===== src/sv/md5_pkg.sv =====
// Types, constants and step tables for the MD5 stream hash
package md5_pkg;

    localparam logic [31:0] IV_A_RST = 32'h67452301;
    localparam logic [31:0] IV_B_RST = 32'hefcdab89;
    localparam logic [31:0] IV_C_RST = 32'h98badcfe;
    localparam logic [31:0] IV_D_RST = 32'h10325476;
    localparam logic [7:0]  PAD_BYTE = 8'h80;
    localparam logic [5:0]  LEN_POS  = 6'd56;
    localparam logic [5:0]  LAST_POS = 6'd63;
    localparam logic [5:0]  LAST_STEP = 6'd63;

    // Configuration register indexes
    localparam logic [1:0] REG_IV_A = 2'd0;
    localparam logic [1:0] REG_IV_B = 2'd1;
    localparam logic [1:0] REG_IV_C = 2'd2;
    localparam logic [1:0] REG_IV_D = 2'd3;

    typedef struct packed {
        logic [7:0] data_byte;
        logic       has_byte;
        logic       last;
    } md5_in_t;

    typedef struct packed {
        logic [31:0] digest_a;
        logic [31:0] digest_b;
        logic [31:0] digest_c;
        logic [31:0] digest_d;
    } md5_out_t;

    typedef enum logic [1:0] {
        BSEL_DATA,
        BSEL_PAD,
        BSEL_ZERO,
        BSEL_LEN
    } md5_bsel_t;

    typedef struct packed {
        logic       load_iv;
        logic       wr_byte;
        md5_bsel_t  byte_sel;
        logic       add_bits;
        logic       load_work;
        logic       step;
        logic [5:0] step_idx;
        logic       add_chain;
        logic       emit;
    } md5_cmd_t;

    typedef struct packed {
        logic [5:0] byte_pos;
        logic       len_zero;
    } md5_stat_t;

    // Additive constant of each step
    function automatic logic [31:0] md5_k(input logic [5:0] i);
        logic [31:0] k;
        unique case (i)
            6'd0:  k = 32'hd76aa478; 6'd1:  k = 32'he8c7b756;
            6'd2:  k = 32'h242070db; 6'd3:  k = 32'hc1bdceee;
            6'd4:  k = 32'hf57c0faf; 6'd5:  k = 32'h4787c62a;
            6'd6:  k = 32'ha8304613; 6'd7:  k = 32'hfd469501;
            6'd8:  k = 32'h698098d8; 6'd9:  k = 32'h8b44f7af;
            6'd10: k = 32'hffff5bb1; 6'd11: k = 32'h895cd7be;
            6'd12: k = 32'h6b901122; 6'd13: k = 32'hfd987193;
            6'd14: k = 32'ha679438e; 6'd15: k = 32'h49b40821;
            6'd16: k = 32'hf61e2562; 6'd17: k = 32'hc040b340;
            6'd18: k = 32'h265e5a51; 6'd19: k = 32'he9b6c7aa;
            6'd20: k = 32'hd62f105d; 6'd21: k = 32'h02441453;
            6'd22: k = 32'hd8a1e681; 6'd23: k = 32'he7d3fbc8;
            6'd24: k = 32'h21e1cde6; 6'd25: k = 32'hc33707d6;
            6'd26: k = 32'hf4d50d87; 6'd27: k = 32'h455a14ed;
            6'd28: k = 32'ha9e3e905; 6'd29: k = 32'hfcefa3f8;
            6'd30: k = 32'h676f02d9; 6'd31: k = 32'h8d2a4c8a;
            6'd32: k = 32'hfffa3942; 6'd33: k = 32'h8771f681;
            6'd34: k = 32'h6d9d6122; 6'd35: k = 32'hfde5380c;
            6'd36: k = 32'ha4beea44; 6'd37: k = 32'h4bdecfa9;
            6'd38: k = 32'hf6bb4b60; 6'd39: k = 32'hbebfbc70;
            6'd40: k = 32'h289b7ec6; 6'd41: k = 32'heaa127fa;
            6'd42: k = 32'hd4ef3085; 6'd43: k = 32'h04881d05;
            6'd44: k = 32'hd9d4d039; 6'd45: k = 32'he6db99e5;
            6'd46: k = 32'h1fa27cf8; 6'd47: k = 32'hc4ac5665;
            6'd48: k = 32'hf4292244; 6'd49: k = 32'h432aff97;
            6'd50: k = 32'hab9423a7; 6'd51: k = 32'hfc93a039;
            6'd52: k = 32'h655b59c3; 6'd53: k = 32'h8f0ccc92;
            6'd54: k = 32'hffeff47d; 6'd55: k = 32'h85845dd1;
            6'd56: k = 32'h6fa87e4f; 6'd57: k = 32'hfe2ce6e0;
            6'd58: k = 32'ha3014314; 6'd59: k = 32'h4e0811a1;
            6'd60: k = 32'hf7537e82; 6'd61: k = 32'hbd3af235;
            6'd62: k = 32'h2ad7d2bb; 6'd63: k = 32'heb86d391;
            default: k = 32'h0;
        endcase
        return k;
    endfunction

    // Rotate amount by round and step within a group of four
    function automatic logic [4:0] md5_rot(input logic [5:0] i);
        logic [4:0] r;
        unique case ({i[5:4], i[1:0]})
            4'd0:  r = 5'd7;  4'd1:  r = 5'd12; 4'd2:  r = 5'd17; 4'd3:  r = 5'd22;
            4'd4:  r = 5'd5;  4'd5:  r = 5'd9;  4'd6:  r = 5'd14; 4'd7:  r = 5'd20;
            4'd8:  r = 5'd4;  4'd9:  r = 5'd11; 4'd10: r = 5'd16; 4'd11: r = 5'd23;
            4'd12: r = 5'd6;  4'd13: r = 5'd10; 4'd14: r = 5'd15; 4'd15: r = 5'd21;
            default: r = 5'd0;
        endcase
        return r;
    endfunction

endpackage


===== src/sv/md5_stream_hash_keyed_iv.sv =====
// Top level of the MD5 stream hash with configurable initial value
//
//  channel | handshake            | payload
//  --------+----------------------+-----------------------------------
//  in      | in_valid / in_ready  | in_data  (data_byte, has_byte, last)
//  out     | out_valid / out_ready| out_data (digest_a .. digest_d)
//  cfg     | cfg_we               | cfg_index, cfg_data
//
// A byte transaction that fills the 64-byte block also runs the 64 steps and
// the chaining add, set by the single shared step unit.
// A closing transaction pads the block byte by byte and runs one or two more
// compressions before the digest shows; input stalls until then.
// Reset clears control and loads the standard initial value; no clearing pass.
// A pending digest holds in the output register while input continues.
module md5_stream_hash_keyed_iv
    import md5_pkg::*;
(
    input  logic        clk,
    input  logic        rst_n,
    input  logic        in_valid,
    output logic        in_ready,
    input  md5_in_t     in_data,
    output logic        out_valid,
    input  logic        out_ready,
    output md5_out_t    out_data,
    input  logic        cfg_we,
    input  logic [1:0]  cfg_index,
    input  logic [31:0] cfg_data
);

    md5_cmd_t  cmd;
    md5_stat_t stat;

    md5_ctrl u_ctrl (
        .clk       (clk),
        .rst_n     (rst_n),
        .in_valid  (in_valid),
        .in_ready  (in_ready),
        .has_byte  (in_data.has_byte),
        .last      (in_data.last),
        .out_valid (out_valid),
        .out_ready (out_ready),
        .stat      (stat),
        .cmd       (cmd)
    );

    md5_dp u_dp (
        .clk       (clk),
        .rst_n     (rst_n),
        .cfg_we    (cfg_we),
        .cfg_index (cfg_index),
        .cfg_data  (cfg_data),
        .data_byte (in_data.data_byte),
        .cmd       (cmd),
        .stat      (stat),
        .digest    (out_data)
    );

endmodule


===== src/sv/md5_ctrl.sv =====
// Sequencer for byte intake, padding, compression and digest hand-off
module md5_ctrl
    import md5_pkg::*;
(
    input  logic      clk,
    input  logic      rst_n,
    input  logic      in_valid,
    output logic      in_ready,
    input  logic      has_byte,
    input  logic      last,
    output logic      out_valid,
    input  logic      out_ready,
    input  md5_stat_t stat,
    output md5_cmd_t  cmd
);

    typedef enum logic [2:0] {
        S_IDLE,
        S_PAD80,
        S_ZERO,
        S_LEN,
        S_COMP,
        S_ADD,
        S_DONE
    } state_t;

    state_t     state_reg, state_next;
    state_t     ret_reg, ret_next;
    logic [5:0] step_reg, step_next;
    logic       out_valid_reg, out_valid_next;
    logic       pos_full;

    assign pos_full  = (stat.byte_pos == LAST_POS);
    assign in_ready  = (state_reg == S_IDLE);
    assign out_valid = out_valid_reg;

    // Decode commands and next state
    always_comb
    begin
        cmd            = '0;
        cmd.byte_sel   = BSEL_DATA;
        cmd.step_idx   = step_reg;
        state_next     = state_reg;
        ret_next       = ret_reg;
        step_next      = step_reg;
        out_valid_next = out_valid_reg && !out_ready;
        unique case (state_reg)
            S_IDLE:
            begin
                if (in_valid && (has_byte || last))
                begin
                    cmd.load_iv = stat.len_zero && (stat.byte_pos == 6'd0);
                    if (has_byte)
                    begin
                        cmd.wr_byte  = 1'b1;
                        cmd.add_bits = 1'b1;
                    end
                    if (has_byte && pos_full)
                    begin
                        cmd.load_work = 1'b1;
                        step_next     = 6'd0;
                        state_next    = S_COMP;
                        ret_next      = last ? S_PAD80 : S_IDLE;
                    end
                    else if (last)
                    begin
                        state_next = S_PAD80;
                    end
                end
            end
            S_PAD80:
            begin
                cmd.wr_byte  = 1'b1;
                cmd.byte_sel = BSEL_PAD;
                state_next   = S_ZERO;
                if (pos_full)
                begin
                    cmd.load_work = 1'b1;
                    step_next     = 6'd0;
                    state_next    = S_COMP;
                    ret_next      = S_ZERO;
                end
            end
            S_ZERO:
            begin
                if (stat.byte_pos == LEN_POS)
                begin
                    state_next = S_LEN;
                end
                else
                begin
                    cmd.wr_byte  = 1'b1;
                    cmd.byte_sel = BSEL_ZERO;
                    if (pos_full)
                    begin
                        cmd.load_work = 1'b1;
                        step_next     = 6'd0;
                        state_next    = S_COMP;
                        ret_next      = S_ZERO;
                    end
                end
            end
            S_LEN:
            begin
                cmd.wr_byte  = 1'b1;
                cmd.byte_sel = BSEL_LEN;
                if (pos_full)
                begin
                    cmd.load_work = 1'b1;
                    step_next     = 6'd0;
                    state_next    = S_COMP;
                    ret_next      = S_DONE;
                end
            end
            S_COMP:
            begin
                cmd.step  = 1'b1;
                step_next = step_reg + 6'd1;
                if (step_reg == LAST_STEP)
                begin
                    state_next = S_ADD;
                end
            end
            S_ADD:
            begin
                cmd.add_chain = 1'b1;
                state_next    = ret_reg;
            end
            S_DONE:
            begin
                // Hold the digest until the output register is free
                if (!out_valid_reg || out_ready)
                begin
                    cmd.emit       = 1'b1;
                    out_valid_next = 1'b1;
                    state_next     = S_IDLE;
                end
            end
            default:
            begin
                state_next = S_IDLE;
            end
        endcase
    end

    // Hold state and registered outputs
    always_ff @(posedge clk or negedge rst_n)
    begin
        if (!rst_n)
        begin
            state_reg     <= S_IDLE;
            ret_reg       <= S_IDLE;
            step_reg      <= 6'd0;
            out_valid_reg <= 1'b0;
        end
        else
        begin
            state_reg     <= state_next;
            ret_reg       <= ret_next;
            step_reg      <= step_next;
            out_valid_reg <= out_valid_next;
        end
    end

endmodule


===== src/sv/md5_dp.sv =====
// MD5 datapath: iv registers, block buffer, step unit, chaining and digest
module md5_dp
    import md5_pkg::*;
(
    input  logic        clk,
    input  logic        rst_n,
    input  logic        cfg_we,
    input  logic [1:0]  cfg_index,
    input  logic [31:0] cfg_data,
    input  logic [7:0]  data_byte,
    input  md5_cmd_t    cmd,
    output md5_stat_t   stat,
    output md5_out_t    digest
);

    logic [31:0] iv_reg [4];
    logic [31:0] chain_reg [4];
    logic [31:0] block_reg [16];
    logic [31:0] wa_reg, wb_reg, wc_reg, wd_reg;
    logic [63:0] bit_count_reg;
    logic [5:0]  byte_pos_reg;
    md5_out_t    digest_reg;

    logic [7:0]  byte_val;
    logic [31:0] f_val;
    logic [3:0]  g_idx;
    logic [31:0] sum_val;
    logic [31:0] rot_val;
    logic [4:0]  rot_amt;
    logic [5:0]  i_idx;

    assign stat.byte_pos = byte_pos_reg;
    assign stat.len_zero = (bit_count_reg == 64'd0);
    assign digest        = digest_reg;
    assign i_idx         = cmd.step_idx;

    // Select the byte that goes into the block
    always_comb
    begin
        unique case (cmd.byte_sel)
            BSEL_DATA: byte_val = data_byte;
            BSEL_PAD:  byte_val = PAD_BYTE;
            BSEL_ZERO: byte_val = 8'h00;
            BSEL_LEN:  byte_val = bit_count_reg[{byte_pos_reg[2:0], 3'b000} +: 8];
            default:   byte_val = 8'h00;
        endcase
    end

    // Round function and message word index
    always_comb
    begin
        unique case (i_idx[5:4])
            2'd0:
            begin
                f_val = (wb_reg & wc_reg) | (~wb_reg & wd_reg);
                g_idx = i_idx[3:0];
            end
            2'd1:
            begin
                f_val = (wb_reg & wd_reg) | (wc_reg & ~wd_reg);
                g_idx = 4'({i_idx[3:0], 2'b00} + i_idx[3:0] + 4'd1);
            end
            2'd2:
            begin
                f_val = wb_reg ^ wc_reg ^ wd_reg;
                g_idx = 4'({i_idx[3:0], 1'b0} + i_idx[3:0] + 4'd5);
            end
            default:
            begin
                f_val = wc_reg ^ (wb_reg | ~wd_reg);
                g_idx = 4'({i_idx[3:0], 3'b000} - i_idx[3:0]);
            end
        endcase
        rot_amt = md5_rot(i_idx);
        sum_val = wa_reg + f_val + block_reg[g_idx] + md5_k(i_idx);
        rot_val = (sum_val << rot_amt) | (sum_val >> (6'd32 - {1'b0, rot_amt}));
    end

    // Configuration registers
    always_ff @(posedge clk or negedge rst_n)
    begin
        if (!rst_n)
        begin
            iv_reg[REG_IV_A] <= IV_A_RST;
            iv_reg[REG_IV_B] <= IV_B_RST;
            iv_reg[REG_IV_C] <= IV_C_RST;
            iv_reg[REG_IV_D] <= IV_D_RST;
        end
        else if (cfg_we)
        begin
            iv_reg[cfg_index] <= cfg_data;
        end
    end

    // Length and byte position
    always_ff @(posedge clk or negedge rst_n)
    begin
        if (!rst_n)
        begin
            bit_count_reg <= 64'd0;
            byte_pos_reg  <= 6'd0;
        end
        else if (cmd.emit)
        begin
            bit_count_reg <= 64'd0;
            byte_pos_reg  <= 6'd0;
        end
        else
        begin
            if (cmd.add_bits)
            begin
                bit_count_reg <= bit_count_reg + 64'd8;
            end
            if (cmd.wr_byte)
            begin
                byte_pos_reg <= byte_pos_reg + 6'd1;
            end
        end
    end

    // Block buffer, byte lanes little-endian
    always_ff @(posedge clk)
    begin
        if (cmd.wr_byte)
        begin
            block_reg[byte_pos_reg[5:2]][{byte_pos_reg[1:0], 3'b000} +: 8] <= byte_val;
        end
    end

    // Chaining words
    always_ff @(posedge clk or negedge rst_n)
    begin
        if (!rst_n)
        begin
            chain_reg[0] <= IV_A_RST;
            chain_reg[1] <= IV_B_RST;
            chain_reg[2] <= IV_C_RST;
            chain_reg[3] <= IV_D_RST;
        end
        else if (cmd.load_iv)
        begin
            chain_reg <= iv_reg;
        end
        else if (cmd.add_chain)
        begin
            chain_reg[0] <= chain_reg[0] + wa_reg;
            chain_reg[1] <= chain_reg[1] + wb_reg;
            chain_reg[2] <= chain_reg[2] + wc_reg;
            chain_reg[3] <= chain_reg[3] + wd_reg;
        end
    end

    // Working words: load at block start, advance one step a cycle
    always_ff @(posedge clk)
    begin
        if (cmd.load_work)
        begin
            wa_reg <= chain_reg[0];
            wb_reg <= chain_reg[1];
            wc_reg <= chain_reg[2];
            wd_reg <= chain_reg[3];
        end
        else if (cmd.step)
        begin
            wa_reg <= wd_reg;
            wd_reg <= wc_reg;
            wc_reg <= wb_reg;
            wb_reg <= wb_reg + rot_val;
        end
    end

    // Digest output register
    always_ff @(posedge clk)
    begin
        if (cmd.emit)
        begin
            digest_reg.digest_a <= chain_reg[0];
            digest_reg.digest_b <= chain_reg[1];
            digest_reg.digest_c <= chain_reg[2];
            digest_reg.digest_d <= chain_reg[3];
        end
    end

endmodule


===== config.mk =====
export PLATFORM = sky130hd
export DESIGN_NAME = md5_stream_hash_keyed_iv
export DESIGN_NICKNAME = d
export VERILOG_FILES = /design/src/sv/md5_pkg.sv /design/src/sv/md5_stream_hash_keyed_iv.sv /design/src/sv/md5_ctrl.sv /design/src/sv/md5_dp.sv
export SDC_FILE = /design/constraint.sdc
export NUM_CORES = 2
export LEC_CHECK = 0
export ABC_AREA = 1
export BUFFER_PORTS_ARGS = -buffer_cell sky130_fd_sc_hd__buf_2
export CAP_MARGIN = 20
export CORE_MARGIN = 1.5
export CORE_UTILIZATION = 35
export CTS_CLUSTER_SIZE = 10
export DETAILED_ROUTE_END_ITERATION = 6
export HOLD_SLACK_MARGIN = 0.06
export PLACE_DENSITY = 0.48
export SETUP_SLACK_MARGIN = 0.05
export SYNTH_ARGS = -nofsm -noshare
export SYNTH_HDL_FRONTEND = slang
export SYNTH_SLANG_ARGS = --single-unit

===== constraint.sdc =====
create_clock -name clk -period 9.8 [get_ports clk]
set_input_delay 0.49 -clock clk [delete_from_list [all_inputs] [get_ports clk]]
set_output_delay 0.49 -clock clk [all_outputs]
set_load 0.02 [all_outputs]

# Word level (Yosys, flattened, before mapping)
# Memories as Yosys holds them, arrays and structs flattened.
# Cells that the tools add are included.
[classes]
n_addsub = 18
mul = 0
n_div = 0
n_lt_le_gt_ge = 2
n_eq_ne = 21
n_shift = 5
muxes = 61
n_bitwise = 14
n_reduce_logical = 24
[ops]
columns = ["operator", "n"]
rows = [
  ["32-bit 2-to-1 mux", 10],
  ["32-bit adder", 8],
  ["128-bit 2-to-1 mux", 2],
  ["32-bit bitwise AND", 4],
  ["128-bit bitwise mux", 1],
  ["64-bit 2-to-1 mux", 2],
  ["32-bit bitwise OR", 4],
  ["32-bit case mux with 3 select lines", 1],
  ["32-bit bitwise XOR", 3],
  ["64-bit by 4-bit adder with 64-bit output (second input constant)", 1],
  ["32-bit demux with 2-bit select", 1],
  ["64-bit zero test", 1],
  ["32-bit inverter", 2],
  ["64-bit by 7-bit indexed part select with 8-bit output", 1],
  ["3-bit 2-to-1 mux", 14],
  ["6-bit 2-to-1 mux", 6],
  ["8-bit case mux with 4 select lines", 1],
  ["8-bit by 7-bit variable shift with 32-bit output (first input constant)", 1],
  ["8-bit by 7-bit indexed part select with 32-bit output", 1],
  ["32-bit by 5-bit << shifter with 32-bit output", 1],
  ["32-bit by 6-bit >> shifter with 32-bit output", 1],
  ["6-bit case mux with 4 select lines", 1],
  ["3-bit case mux with 7 select lines", 1],
  ["6-bit equality test (second input constant)", 3],
  ["35 further kinds", 74],
]
[word_totals]
ff_bits = 595
latch_bits = 0
ram_bits = 512
mem_bits_ro = 2128
inputBits = 49
output_inout_bits = 130
word_cells = 170
memories = 3
[memory_table]
columns = ["name", "words", "word_bits", "rd", "rd_ports_with_merged_regs", "write_ports", "line_no", "text"]
rows = [
  ["(no name shown)", 64, 32, 1, 0, 0, "md5_pkg.sv:59", "unique case (i)"],
  ["u_dp.block_reg", 16, 32, 1, 0, 1, "md5_dp.sv:18", "logic [31:0] block_reg [16];"],
  ["(no name shown)", 16, 5, 1, 0, 0, "md5_pkg.sv:100", "unique case ({i[5:4], i[1:0]})"],
]

# Depth between registers and ports, before layout
[depth]
ltp_word = 12
mapped_depth = 57
depth_no_buf = 54

# By module
# Synthesis repeated with hierarchy kept, for this count alone.
[hier_totals]
hier_cells = 7553
hier_area_um2 = 64624.5
[modules_own_cells]
columns = ["mod", "n_inst", "cells_per_inst", "area_each_um2", "seq_area_each_um2"]
rows = [
  ["md5_dp", 1, 7416, 63642.3, 31305.0],
  ["md5_ctrl", 1, 137, 982.2, 325.3],
]

# Least setup slack after synthesis
# Ideal clock, no wire load.
[synth_path]
kind = "reg2reg"
start = "register u_ctrl.step_reg[2]"
end = "register u_dp.wb_reg[22], data pin"
setup_time_ps = 264
arrival_time_ps = 8438
required_time_ps = 9536
path_slack_ps = 1098
stages_incl_launch_ff = 55
path_buffers = 4
period_less_slack_ps = 8702
cell_sequence = "dfrtp_1 > inv_1 > buf_2 > buf_1 > ha_1 > fa_1 > nand2_1 > nand2_1 > a21boi_1 > buf_4 > clkbuf_1 > o311ai_0 > nand3_1 > nand2_1 > fa_1 > inv_1 > fa_1 > inv_1 > [19 not listed] > nand2_1 > o21ai_1 > ha_1 > fa_1 > nand3_1 > nand3_1 > nand2_1 > nand2_1 > nand2_1 > nand2_1 > a21oi_1 > o21a_1 > o21ai_0 > nand2_1 > o211ai_1 > or2_2 > nand3_1 > o21ai_0"
[synth_between]
elab_chain_len = 11
word_cells_on_any_way = 16
cone_classes = "add/sub: 8; shift: 2; mux: 3; bitwise: 1; memory: 2"
[synth_rtl]
columns = ["element", "line_no", "text"]
rows = [
  ["start, declared", "md5_ctrl.sv:29", "logic [5:0] step_reg, step_next;"],
  ["start signal, assigned", "md5_ctrl.sv:160", "step_reg <= step_next;"],
  ["4-bit adder (on tied branches)", "md5_dp.sv:66, md5_dp.sv:61", ""],
  ["4-bit by 3-bit adder with 4-bit output / 4-bit by 1-bit adder with 4-bit output (equally long branches)", "md5_dp.sv:66, md5_dp.sv:61", ""],
  ["4-bit case mux with 3 select lines", "md5_dp.sv:52", "unique case (i_idx[5:4])"],
  ["memory 16 x 32 bit", "n/a", ""],
  ["32-bit adder", "md5_dp.sv:75", "sum_val = wa_reg + f_val + block_reg[g_idx] + md5_k(i_idx);"],
  ["32-bit adder *", "md5_dp.sv:75", ""],
  ["32-bit by 6-bit >> shifter with 32-bit output / 32-bit by 5-bit << shifter with 32-bit output (equally long branches)", "md5_dp.sv:76", "rot_val = (sum_val << rot_amt) | (sum_val >> (6'd32 - {1'b0, rot_amt}));"],
  ["32-bit bitwise OR *", "md5_dp.sv:76", ""],
  ["32-bit adder *", "md5_dp.sv:168", "wb_reg <= wb_reg + rot_val;"],
  ["32-bit 2-to-1 mux *", "md5_dp.sv:163", "else if (cmd.step)"],
  ["32-bit 2-to-1 mux *", "md5_dp.sv:156", "if (cmd.load_work)"],
  ["end signal, assigned", "md5_dp.sv:159", "wb_reg <= chain_reg[1];"],
  ["end signal, assigned", "md5_dp.sv:168", ""],
  ["end, declared", "md5_dp.sv:19", "logic [31:0] wa_reg, wb_reg, wc_reg, wd_reg;"],
]
# Every way passes the cells marked *; elsewhere a longest branch is shown, timed or not. The select of a mux whose other input is x is not followed.
# A chain may end at the register's enable or synchronous reset.

# Final worst setup path
[layout_path]
start = "register u_ctrl.step_reg[0]"
end = "register u_dp.wb_reg[29], data pin"
[layout_between]
elab_chain_len = 11
word_cells_on_any_way = 18
cone_classes = "add/sub: 9; shift: 2; mux: 3; bitwise: 1; memory: 3"
[layout_rtl]
columns = ["element", "line_no"]
rows = [
  ["4-bit adder (on tied branches)", "md5_dp.sv:66, md5_dp.sv:61"],
  ["4-bit by 3-bit adder with 4-bit output / 4-bit by 1-bit adder with 4-bit output (equally long branches)", "md5_dp.sv:66, md5_dp.sv:61"],
  ["4-bit case mux with 3 select lines", "md5_dp.sv:52"],
  ["memory 16 x 32 bit", "n/a"],
  ["32-bit adder (2 in series)", "md5_dp.sv:75"],
  ["32-bit by 6-bit >> shifter with 32-bit output / 32-bit by 5-bit << shifter with 32-bit output (equally long branches)", "md5_dp.sv:76"],
  ["32-bit bitwise OR *", "md5_dp.sv:76"],
  ["32-bit adder *", "md5_dp.sv:168"],
  ["32-bit 2-to-1 mux *", "md5_dp.sv:163"],
  ["32-bit 2-to-1 mux *", "md5_dp.sv:156"],
]
# Marks and branches as above.

==> summary.txt <==
Status
  – Status: completed

Critical path
  – CP endpoint kind: register
  – Flop-to-flop setup slack: 0.62 ns
  – Top cell by count, worst path: nand2_1
  – R2R depth: 47
  – WS Path Type: register to register
  – Slowest-stage cell, CP: fa_1
  – Max stage delay on crit path: 0.58 ns
  – Worst EP required: 10.31 ns
  – Critical path launch point: u_ctrl.step_reg[0]
  – R2r endpoint: u_dp.wb_reg[29]
  – Crit path launch type: register
  – R2R Path Start: u_ctrl.step_reg[0]
  – Worst Path Arrival: 9.69 ns
  – Crit path max fanout: 48

Clock network
  – Clock root buffer: clkbuf_16
  – Clk pin slew, worst setup/hold paths: 0.06 ns
  – H-Tree Depth: 4
  – Bufs on Longest Clock Path: 3
  – Worst-skew pair later-pin latency: 0.85 ns
  – Clock Sinks: 1104
  – TritonCTS clock tree: built
  – CTS Buf Count: 137

Yosys
  – Synth area leaders: edfxtp_1, nand2_1, dfrtp_1
  – Synth warn: 0
  – Post-synthesis cell type count: 66
  – Post-Syn Area per Cell: 8.60 um2
  – EDFF count, synth: 768
  – Asr flop ratio synth: 30.4%
  – Syn Nets: 7913
  – Top-area cell type share of the netlist area: 35.4%
  – Number of synthesized register bits: 1104
  – Sequential share of the synthesized area: 48.5%
  – Synthesized area: 65200 um2
  – Area leader, netlist: edfxtp_1
  – Syn Inst Count: 7579
  – Synth Flop Type: edfxtp_1

Routing
  – Routed WL per cell: 26.9 um
  – Drt first pass iters: 6
  – Routed wire length: 278000 um
  – DR DRC count: 0
  – Via density per instance: 5.61
  – Initial drt markers: 5866
  – Vias: 58100
  – Post-route ant nets: 0

Timing
  – RSZ-0062 raised after global routing: false
  – TNS Setup: 0 ns
  – Slew margin rel.: 25.9%
  – Worst Tran Pin Value: 1.11 ns
  – Fin crit share: 93.7%
  – Clock skew: 0.0555 ns
  – Hold Violations, Final: 0
  – Endpoints failing setup: 0
  – Fmax: 109 MHz
  – Final min period: 9.18 ns
  – Final Slew Violations: 0

Worst hold path
  – Hold crit path type: primary input to register
  – Worst Hold End: u_dp.iv_reg[35]
  – WHS Path Cells: 3
  – HP Start: cfg_data[3]

Run
  – Number of max-cap violations: 0

GRT
  – GRT Total Usage: 29.1%
  – GR Overflow Total: 0
  – Largest net degree at the start of global routing: 89
  – Vias in the first global route: 55200
  – Initial antenna violation count: 15
  – First-pass GRT wire length: 398000 um

Floorplanning
  – IO Pins: 179
  – Initial Utilization: 35.2%
  – Placeable Area: 185000 um2
  – Die area: 189000 um2
  – Die height: 435 um
  – Cell Rows: 158
  – Die X: 435 um

Placement
  – Global placer's final weighted congestion: 0.992
  – Port Buffer Count: 178
  – Detailed placement HPWL: 208000 um

Final layout
  – Area grow syn2layout: 13.9%
  – Fillers: 18700
  – Max reg flops: 512
  – Nets@finish: 8117
  – Layout cell share with drive strength beyond 1: 10.3%
## layout make-up
| class | instances | area [um2] | area share [%] |
|---|---|---|---|
| inverters | 1001 | 3770 | 5.08 |
| repair buffers | 406 | 2940 | 3.96 |
| clock inverters | 29 | 424 | 0.571 |
| diodes | 3 | 7.51 | 0.0101 |
| well taps | 2480 | 3100 | 4.18 |
| flip-flops and latches | 1104 | 31600 | 42.6 |
| clock buffers | 191 | 3700 | 4.98 |
| multi-input cells | 5133 | 28700 | 38.6 |
## cells in the mapped netlist, types with 21 or more instances
master,n
ha_1,215
nand4_1,110
a31oi_1,45
buf_2,48
buf_1,33
o21bai_1,21
nor2_1,597
dfrtp_1,208
o21ai_1,31
o221ai_1,111
xor2_1,64
a21oi_1,571
nor4_1,27
o22ai_1,24
nand2_1,1495
dfstp_2,128
nand3_1,477
fa_1,70
inv_1,972
edfxtp_1,768
nor3_1,93
clkbuf_1,253
xnor2_1,59
inv_2,23
o211ai_1,185
o21ai_0,610
o311ai_0,135
## per-layer routing
layer	up-vias	global-route usage, %	routed length, um
met3	430	4.17	17100
met2	2145	46.5	128000
li1	26700	-	-
met5	-	0	48
met4	8	11.7	12000
met1	28800	39.6	121000
## metrics by stage
step	util (%)	worst slack [ns]	std cells	hold slack, ns	area, um2
6_report	40.1	0.617	10300	0.0850	74300
5_1_grt	40.1	0.0527	10300	0.0999	74300
4_1_cts	40.0	0.325	10300	0.0772	74100
3_5_place_dp	37.7	0.398	10100	0.423	69900
3_3_place_gp	37.7	0.341	10100	0.427	69800
2_1_floorplan	-	1.10	7579	0.194	65200
## worst max-delay path: cells and delay by family, from the launching register on
kind | cells | cell delay, ns
buffers and inverters | 9 | 1.32
flip-flops | 1 | 0.47
AO/OA/AOI/OAI | 13 | 2.54
adder cells (fa/ha/maj) | 6 | 2.25
AND/OR/NAND/NOR | 19 | 2.22
## cell usage in the layout (no fill, tap or decap), types with 110 or more instances in the layout
cell type  count
a21oi_1      567
buf_2        177
buf_4        190
clkbuf_16    137
dfrtp_1      207
dfstp_2      128
edfxtp_1     768
ha_1         215
inv_1        969
nand2_1     1490
nand3_1      475
nand4_1      110
nor2_1       580
o211ai_1     185
o21ai_0      606
o221ai_1     111
o311ai_0     129
## cells by family after synthesis
| logic type | after synthesis | synth area share (%) |
|---|---|---|
| AO/OA/AOI/OAI | 1850 | 17.1 |
| multiplexers | 2 | 0.0307 |
| XOR/XNOR | 123 | 1.65 |
| flip-flops | 1104 | 48.5 |
| adder cells (fa/ha/maj) | 285 | 6.27 |
| AND/OR/NAND/NOR | 2873 | 18.6 |
| buffers and inverters | 1342 | 7.86 |
## what timing repair did
action,in CTS,in global routing
hold endpoints to repair,67,0
endpoints found under the setup margin,0,15
buffers inserted,0,1
gates resized for setup,0,29
hold buffers,10,0
## how the worst max path moves through the flow
stage,to,slack (ns),depth (start not counted)
2_1_floorplan,u_dp.wb_reg[22],1.10,54
5_1_grt,u_dp.wb_reg[22],0.05,50
3_3_place_gp,u_dp.wb_reg[23],0.34,40
6_report,u_dp.wb_reg[29],0.62,47
3_5_place_dp,u_dp.wb_reg[25],0.40,40
4_1_cts,u_dp.wb_reg[25],0.33,40
Power is not shown: default switching activity piles up to over one toggle a cycle in this logic, so the estimate is an artifact.
